[src/cms_pkg.sv]
// Shared types and constants of the complex magnitude sorter.
// Depends on nothing; used by cms_root, complex_magnitude_sorter and the sim files.
package cms_pkg;

	// Width of one Q4.12 part and of the modulus.
	localparam int DATA_W = 16;

	// Root bits produced for a 34-bit radicand, one per step.
	localparam int ROOT_STEPS = 17;

	// Default number of stored entries.
	localparam int CAPACITY_DEF = 64;

	// One stored entry: real part, imaginary part and modulus.
	typedef struct packed {
		logic [DATA_W-1:0] re;
		logic [DATA_W-1:0] im;
		logic [DATA_W-1:0] modulus;
	} entry_t;

endpackage

[src/cms_root.sv]
// Iterative modulus unit: one shared multiplier squares both parts, then a
// restoring square root yields one root bit per cycle. Depends on cms_pkg.
module cms_root (
	input  logic                       clk,
	input  logic                       arst_n,
	input  logic                       start,
	input  logic [cms_pkg::DATA_W-1:0] re,
	input  logic [cms_pkg::DATA_W-1:0] im,
	output logic                       done,
	output logic [cms_pkg::DATA_W-1:0] modulus
);

	localparam int SW = $clog2(cms_pkg::ROOT_STEPS);

	typedef enum logic [3:0] {
		R_IDLE = 4'b0001,
		R_SQRE = 4'b0010,
		R_SQIM = 4'b0100,
		R_ITER = 4'b1000
	} rstate_t;

	rstate_t                     state_q;
	logic [cms_pkg::DATA_W-1:0]  re_q;
	logic [cms_pkg::DATA_W-1:0]  im_q;
	logic [32:0]                 acc_q;
	logic [33:0]                 rad_q;
	logic [18:0]                 rem_q;
	logic [16:0]                 root_q;
	logic [SW-1:0]               step_q;
	logic                        done_q;

	logic [cms_pkg::DATA_W-1:0]  mul_op;
	logic [31:0]                 prod;
	logic [20:0]                 rem_pre;
	logic [20:0]                 trial;
	logic                        fits;

	// The single multiplier squares the real part first, then the imaginary part.
	assign mul_op = (state_q == R_SQIM) ? im_q : re_q;
	assign prod   = 32'(mul_op) * 32'(mul_op);

	// One restoring root step: bring down two radicand bits and try a one bit.
	assign rem_pre = {rem_q, rad_q[33:32]};
	assign trial   = {2'b00, root_q, 2'b01};
	assign fits    = (rem_pre >= trial);

	// Sequencer state.
	always_ff @(posedge clk or negedge arst_n) begin
		if (!arst_n) begin
			state_q <= R_IDLE;
			step_q  <= '0;
			done_q  <= 1'b0;
		end else begin
			// Done pulses for one cycle after the last root step.
			done_q <= (state_q == R_ITER) && (step_q == SW'(cms_pkg::ROOT_STEPS - 1));
			case (state_q)
				R_IDLE: begin
					if (start) begin
						state_q <= R_SQRE;
					end
				end
				R_SQRE: begin
					state_q <= R_SQIM;
				end
				R_SQIM: begin
					step_q  <= '0;
					state_q <= R_ITER;
				end
				R_ITER: begin
					if (step_q == SW'(cms_pkg::ROOT_STEPS - 1)) begin
						state_q <= R_IDLE;
					end else begin
						step_q <= step_q + SW'(1);
					end
				end
				default: begin
					state_q <= R_IDLE;
				end
			endcase
		end
	end

	// Datapath registers.
	always_ff @(posedge clk) begin
		case (state_q)
			R_IDLE: begin
				re_q <= re;
				im_q <= im;
			end
			R_SQRE: begin
				acc_q <= {1'b0, prod};
			end
			R_SQIM: begin
				rad_q  <= {1'b0, acc_q + {1'b0, prod}};
				rem_q  <= '0;
				root_q <= '0;
			end
			R_ITER: begin
				rem_q  <= fits ? 19'(rem_pre - trial) : rem_pre[18:0];
				root_q <= {root_q[15:0], fits};
				rad_q  <= {rad_q[31:0], 2'b00};
			end
			default: begin
				rem_q <= rem_q;
			end
		endcase
	end

	// A root of 17 bits saturates to the largest 16-bit modulus.
	assign done    = done_q;
	assign modulus = root_q[16] ? '1 : root_q[15:0];

endmodule

[src/complex_magnitude_sorter.sv]
// Top level of the complex magnitude sorter: entry memory, insertion sort
// and sorted emission. Depends on cms_pkg and cms_root.
//
//   channel  direction  handshake          payload
//   input    in         in_valid/in_stall  real_part, imag_part, final_item
//   output   out        out_valid/out_stall out_real, out_imag, modulus,
//                                          end_of_run, overflowed
//
// A stored item passes the modulus unit (both parts squared, 17 root steps,
// one handoff), then a read and a compare for each stored entry it is
// compared with (every larger modulus moves up one place, the first that is
// not larger ends the search), then a write. A dropped item (store full)
// skips the modulus unit. A sorted run reads each result, then loads it into
// the output register once that is free. in_stall is high from acceptance
// until the item and any run it starts are finished; reset empties the store.
module complex_magnitude_sorter #(
	parameter int CAPACITY = cms_pkg::CAPACITY_DEF
) (
	input  logic                       clk,
	input  logic                       arst_n,
	input  logic                       in_valid,
	output logic                       in_stall,
	input  logic [cms_pkg::DATA_W-1:0] real_part,
	input  logic [cms_pkg::DATA_W-1:0] imag_part,
	input  logic                       final_item,
	output logic                       out_valid,
	input  logic                       out_stall,
	output logic [cms_pkg::DATA_W-1:0] out_real,
	output logic [cms_pkg::DATA_W-1:0] out_imag,
	output logic [cms_pkg::DATA_W-1:0] modulus,
	output logic                       end_of_run,
	output logic                       overflowed
);

	localparam int AW = (CAPACITY > 1) ? $clog2(CAPACITY) : 1;
	localparam int CW = $clog2(CAPACITY + 1);

	typedef enum logic [6:0] {
		S_IDLE = 7'b0000001,
		S_ROOT = 7'b0000010,
		S_RD   = 7'b0000100,
		S_CMP  = 7'b0001000,
		S_PUT  = 7'b0010000,
		S_ERD  = 7'b0100000,
		S_EOUT = 7'b1000000
	} state_t;

	state_t                     state_q;
	logic [CW-1:0]              count_q;
	logic                       ovf_q;
	logic [AW-1:0]              idx_q;
	logic                       final_q;
	cms_pkg::entry_t            key_q;
	cms_pkg::entry_t            rdata_q;
	cms_pkg::entry_t            mem_q [CAPACITY];

	logic                       out_valid_q;
	cms_pkg::entry_t            out_q;
	logic                       out_end_q;
	logic                       out_ovf_q;

	logic                       in_take;
	logic                       has_room;
	logic                       root_start;
	logic                       root_done;
	logic [cms_pkg::DATA_W-1:0] root_mod;
	logic [AW-1:0]              rd_addr;
	logic                       wr_en;
	logic [AW-1:0]              wr_addr;
	cms_pkg::entry_t            wr_data;
	logic                       out_free;
	logic                       out_load;
	logic                       run_last;

	assign in_stall   = (state_q != S_IDLE);
	assign in_take    = in_valid && !in_stall;
	assign has_room   = (count_q < CW'(CAPACITY));
	assign root_start = in_take && has_room;
	assign out_free   = !out_valid_q || !out_stall;
	assign out_load   = (state_q == S_EOUT) && out_free;
	assign run_last   = (CW'(idx_q) == count_q - CW'(1));

	// Shared modulus unit.
	cms_root u_root (
		.clk     (clk),
		.arst_n  (arst_n),
		.start   (root_start),
		.re      (real_part),
		.im      (imag_part),
		.done    (root_done),
		.modulus (root_mod)
	);

	// The sort reads the entry below the insertion point; emission reads in order.
	assign rd_addr = (state_q == S_RD) ? idx_q - AW'(1) : idx_q;

	// Entries move up one place during the sort; the new entry lands last.
	always_comb begin
		wr_en   = 1'b0;
		wr_addr = idx_q;
		wr_data = key_q;
		if (state_q == S_CMP && rdata_q.modulus > key_q.modulus) begin
			wr_en   = 1'b1;
			wr_data = rdata_q;
		end else if (state_q == S_PUT) begin
			wr_en = 1'b1;
		end
	end

	// Entry memory with registered read.
	always_ff @(posedge clk) begin
		if (wr_en) begin
			mem_q[wr_addr] <= wr_data;
		end
		rdata_q <= mem_q[rd_addr];
	end

	// Sequencer and bookkeeping.
	always_ff @(posedge clk or negedge arst_n) begin
		if (!arst_n) begin
			state_q     <= S_IDLE;
			count_q     <= '0;
			ovf_q       <= 1'b0;
			idx_q       <= '0;
			out_valid_q <= 1'b0;
		end else begin
			// The output register fills on a load and empties when taken.
			if (out_load) begin
				out_valid_q <= 1'b1;
			end else if (!out_stall) begin
				out_valid_q <= 1'b0;
			end
			case (state_q)
				S_IDLE: begin
					if (in_take) begin
						if (has_room) begin
							state_q <= S_ROOT;
						end else begin
							ovf_q <= 1'b1;
							idx_q <= '0;
							if (final_item) begin
								state_q <= S_ERD;
							end
						end
					end
				end
				S_ROOT: begin
					if (root_done) begin
						idx_q   <= count_q[AW-1:0];
						state_q <= (count_q == '0) ? S_PUT : S_RD;
					end
				end
				S_RD: begin
					state_q <= S_CMP;
				end
				S_CMP: begin
					if (rdata_q.modulus > key_q.modulus) begin
						idx_q   <= idx_q - AW'(1);
						state_q <= (idx_q == AW'(1)) ? S_PUT : S_RD;
					end else begin
						state_q <= S_PUT;
					end
				end
				S_PUT: begin
					count_q <= count_q + CW'(1);
					if (final_q) begin
						idx_q   <= '0;
						state_q <= S_ERD;
					end else begin
						state_q <= S_IDLE;
					end
				end
				S_ERD: begin
					state_q <= S_EOUT;
				end
				S_EOUT: begin
					if (out_free) begin
						if (run_last) begin
							count_q <= '0;
							ovf_q   <= 1'b0;
							state_q <= S_IDLE;
						end else begin
							idx_q   <= idx_q + AW'(1);
							state_q <= S_ERD;
						end
					end
				end
				default: begin
					state_q <= S_IDLE;
				end
			endcase
		end
	end

	// Item held while its modulus is computed and it is inserted.
	always_ff @(posedge clk) begin
		if (in_take) begin
			key_q.re <= real_part;
			key_q.im <= imag_part;
			final_q  <= final_item;
		end
		if (state_q == S_ROOT && root_done) begin
			key_q.modulus <= root_mod;
		end
	end

	// Output register.
	always_ff @(posedge clk) begin
		if (out_load) begin
			out_q     <= rdata_q;
			out_end_q <= run_last;
			out_ovf_q <= ovf_q;
		end
	end

	assign out_valid  = out_valid_q;
	assign out_real   = out_q.re;
	assign out_imag   = out_q.im;
	assign modulus    = out_q.modulus;
	assign end_of_run = out_end_q;
	assign overflowed = out_ovf_q;

endmodule

[config.mk]
export PLATFORM = sky130hd
export DESIGN_NAME = complex_magnitude_sorter
export DESIGN_NICKNAME = d
export VERILOG_FILES = /design/src/cms_pkg.sv /design/src/cms_root.sv /design/src/complex_magnitude_sorter.sv
export SDC_FILE = /design/constraint.sdc
export NUM_CORES = 2
export LEC_CHECK = 0
export BUFFER_PORTS_ARGS = -buffer_cell sky130_fd_sc_hd__buf_2
export CORE_ASPECT_RATIO = 0.8
export CORE_UTILIZATION = 53
export CTS_BUF_LIST = sky130_fd_sc_hd__clkbuf_8
export DETAILED_ROUTE_END_ITERATION = 6
export MAX_ROUTING_LAYER = met4
export PLACE_DENSITY = 0.67
export RECOVER_POWER = 100
export REMOVE_ABC_BUFFERS = 1
export SLEW_MARGIN = 20
export SYNTH_ARGS = -nofsm -noshare
export SYNTH_HDL_FRONTEND = slang
export SYNTH_SLANG_ARGS = --single-unit
[constraint.sdc]
create_clock -name clk -period 10.98 [get_ports clk]
set_clock_uncertainty 0.1 [all_clocks]
set_input_delay 0 -clock clk [delete_from_list [all_inputs] [get_ports clk]]
set_output_delay 0 -clock clk [all_outputs]
set_load 0.01 [all_outputs]
==> results.toml <==
[critical_path]
cp-end-kind = "register"
arrival_ns = 11.28
worst-setup-path-type = "register to register"
critical_path.max_fanout = 50
required_ns = 11.41
startpoint_type = "register"

[placement]
dp.cells = 13000
pre_cts_slack_ns = 0.862
gp_congestion = 0.919
port_buffers = 88
hpwl_um = 245000
placed_area_mm2 = 0.147

[clock_tree]
root_buffer = "clkbuf_8"
cts_tree = "done"
postCtsResizedCells = 0
htreeDepth = 6
worstSkewPairLatency_ns = 1.06
clockBufferDepth = 4
path_clk_slew_ns = 0.09
cts_inserted_buffers = 525
clock_sinks = 3384

[drt]
vias = 91700
drt_pass1_iterations = 7
drc = 0
via_per_inst = 6.57
ant_nets = 0
totalWireLength_um = 452000
post_drt_wl_per_cell_um = 32.4
first_iter_violations = 13700

[finish]
num-nets-final = 10400
utilization = 0.588
postLayoutCellArea_mm2 = 0.157
syn2layout_area_growth_pct = 9.99
final_common_cell = "edfxtp_1"
final_cell_mix = "3304 x edfxtp_1, 1219 x nand2_1, 898 x mux2i_1"
final_cells = 14000
layout-drive-gt1-share = 0.0865

[sta]
slew_headroom = -2.53
slew_violations = 7014
period_share = 0.988
hold_viol = 0
setup_tns_ns = 0
min_period_ns = 10.84
rsz0062_at_grt = "false"
tightest_slew_ns = 5.30
setup_viol = 0
setup_slack_ns = 0.136
worst_hold_slack_ns = 0.102
fmax_mhz = 92.2

[grt]
grt_use_met1 = 0.478
groute.usage.overall = 0.339
grt.overflow.total = 0
antenna_found_initial = 25
grt_max_degree = 154
grt.busiest_layer = "met1"
met2_usage = 0.468
grt_pass1_vias = 87900
grt_first_pass_wirelength_um = 637000
grt_use_met3 = 0.0882

[power_and_ir_drop]
power_mw = 32.0
cellPowerDensity_mw_per_mm2 = 205
leakage_nw = 48.6
vdd_drop_max_v = 0.000642

[outcome]
failed_checks = "capacitance limit, slew limit"
outcome = "finished with violations"

[die]
core_mm2 = 0.266
dieArea_mm2 = 0.271
row_count = 169
start_util = 0.535
io_pins = 89
die_w_um = 581
die_y_um = 465

[yosys]
syn_area_per_cell_um2 = 14.6
synth_edf_count = 3304
ys_seq_area_frac = 0.710
ys_warn_count = 0
synthCells = 9721
yosysUniqueCellTypes = 91
postSynth.asyncResetShare = 0.00946
syn_area_mm2 = 0.142
ys_ff_latch = 3384
synth_top_flop_cell = "edfxtp_1"

[flow_run]
cap_viol_max_count = 196

[hold_path]
hold_class = "input port to register"
-- flip-flops by register name (all words and copies together), names as in the netlist, 4 cells and up --
register / flops
idx_q: 6
out_real: 16
mem_q: 3072
state_q: 7
u_root.acc_q: 31
u_root.re_q: 16
u_root.state_q: 4
out_imag: 16
modulus: 16
u_root.rem_q: 19
u_root.step_q: 5
key_q: 48
rdata_q: 48
u_root.im_q: 16
count_q: 7
u_root.rad_q: 34
u_root.root_q: 17
-- per-layer routing --
metal  share of wire  up-vias
li1                -    38000
met4           0.048        0
met1            0.39    46000
met5               0        -
met2            0.42     6552
met3            0.14     1159
-- synthesized netlist by cell type (all sizes together), types with 124 or more instances --
| cell type | n | area (um2) |
|---|---|---|
| clkbuf | 379 | 1420 |
| ha | 173 | 2160 |
| a21oi | 680 | 3400 |
| nand2 | 1223 | 4590 |
| buf | 227 | 1110 |
| nor2 | 283 | 1070 |
| o21ai | 149 | 749 |
| nor4 | 289 | 1810 |
| mux2i | 899 | 9000 |
| inv | 289 | 1080 |
| mux2 | 124 | 1400 |
| fa | 160 | 3200 |
| o22ai | 461 | 2880 |
| edfxtp | 3304 | 99200 |
-- power by group --
group | switching (mW) | internal [mW]
Combinational | 4.53 | 3.25
Clock | 4.95 | 4.85
Sequential | 0.00294 | 14.5
Total | 9.49 | 22.6
-- cells by family (layout without fill, tap and decap cells) --
group / Yosys count / after routing / share of synthesized area
flops: 3384 / 3384 / 0.710
simple gates: 2185 / 2185 / 0.0688
compound gates: 1806 / 1806 / 0.0797
mux: 1025 / 1025 / 0.0734
buf+inv: 904 / 1633 / 0.0257
fa+ha+maj: 333 / 333 / 0.0377
xor+xnor: 84 / 84 / 0.00522
other cells: 0 / 12 / 0
-- critical path, stage by stage (launching register included) --
cell and delay [ns]:
dfrtp_1 1.76, clkbuf_1 2.25, nand2_1 1.43, clkbuf_1 1.31, nor4_1 0.75, clkbuf_1 2.60
-- timing repair --
action / CTS / global route
hold buffers: 73 / 0
setup endpoints to repair: 0 / 0
hold endpoints to repair: 203 / 0
setup buffers: 0 / 0
-- final timing paths --
check	endpoint	slack, ns	from	cells after the start
max	mem_q[35][35]	0.14	idx_q[0]	5
min	state_q[4]	0.10	in_valid	6
max reg2reg	mem_q[35][35]	0.14	idx_q[0]	5
min reg2reg	out_imag[0]	0.32	rdata_q[16]	0
max in group asynchronous	idx_q[1]	8.20	arst_n	4
min in group asynchronous	state_q[0]	0.36	arst_n	3
-- area by class of cell --
| type | count | area [um2] |
|---|---|---|
| Fill cell | 20600 | 109000 |
| Sequential cell | 3384 | 101000 |
| Inverter | 298 | 1120 |
| Clock inverter | 359 | 1790 |
| Antenna cell | 12 | 30.0 |
| Clock buffer | 555 | 7640 |
| Timing Repair Buffer | 421 | 2670 |
| Tap cell | 3505 | 4390 |
| Multi-Input combinational cell | 5433 | 37900 |
No activity file was read; power rests on OpenSTA's default activity.
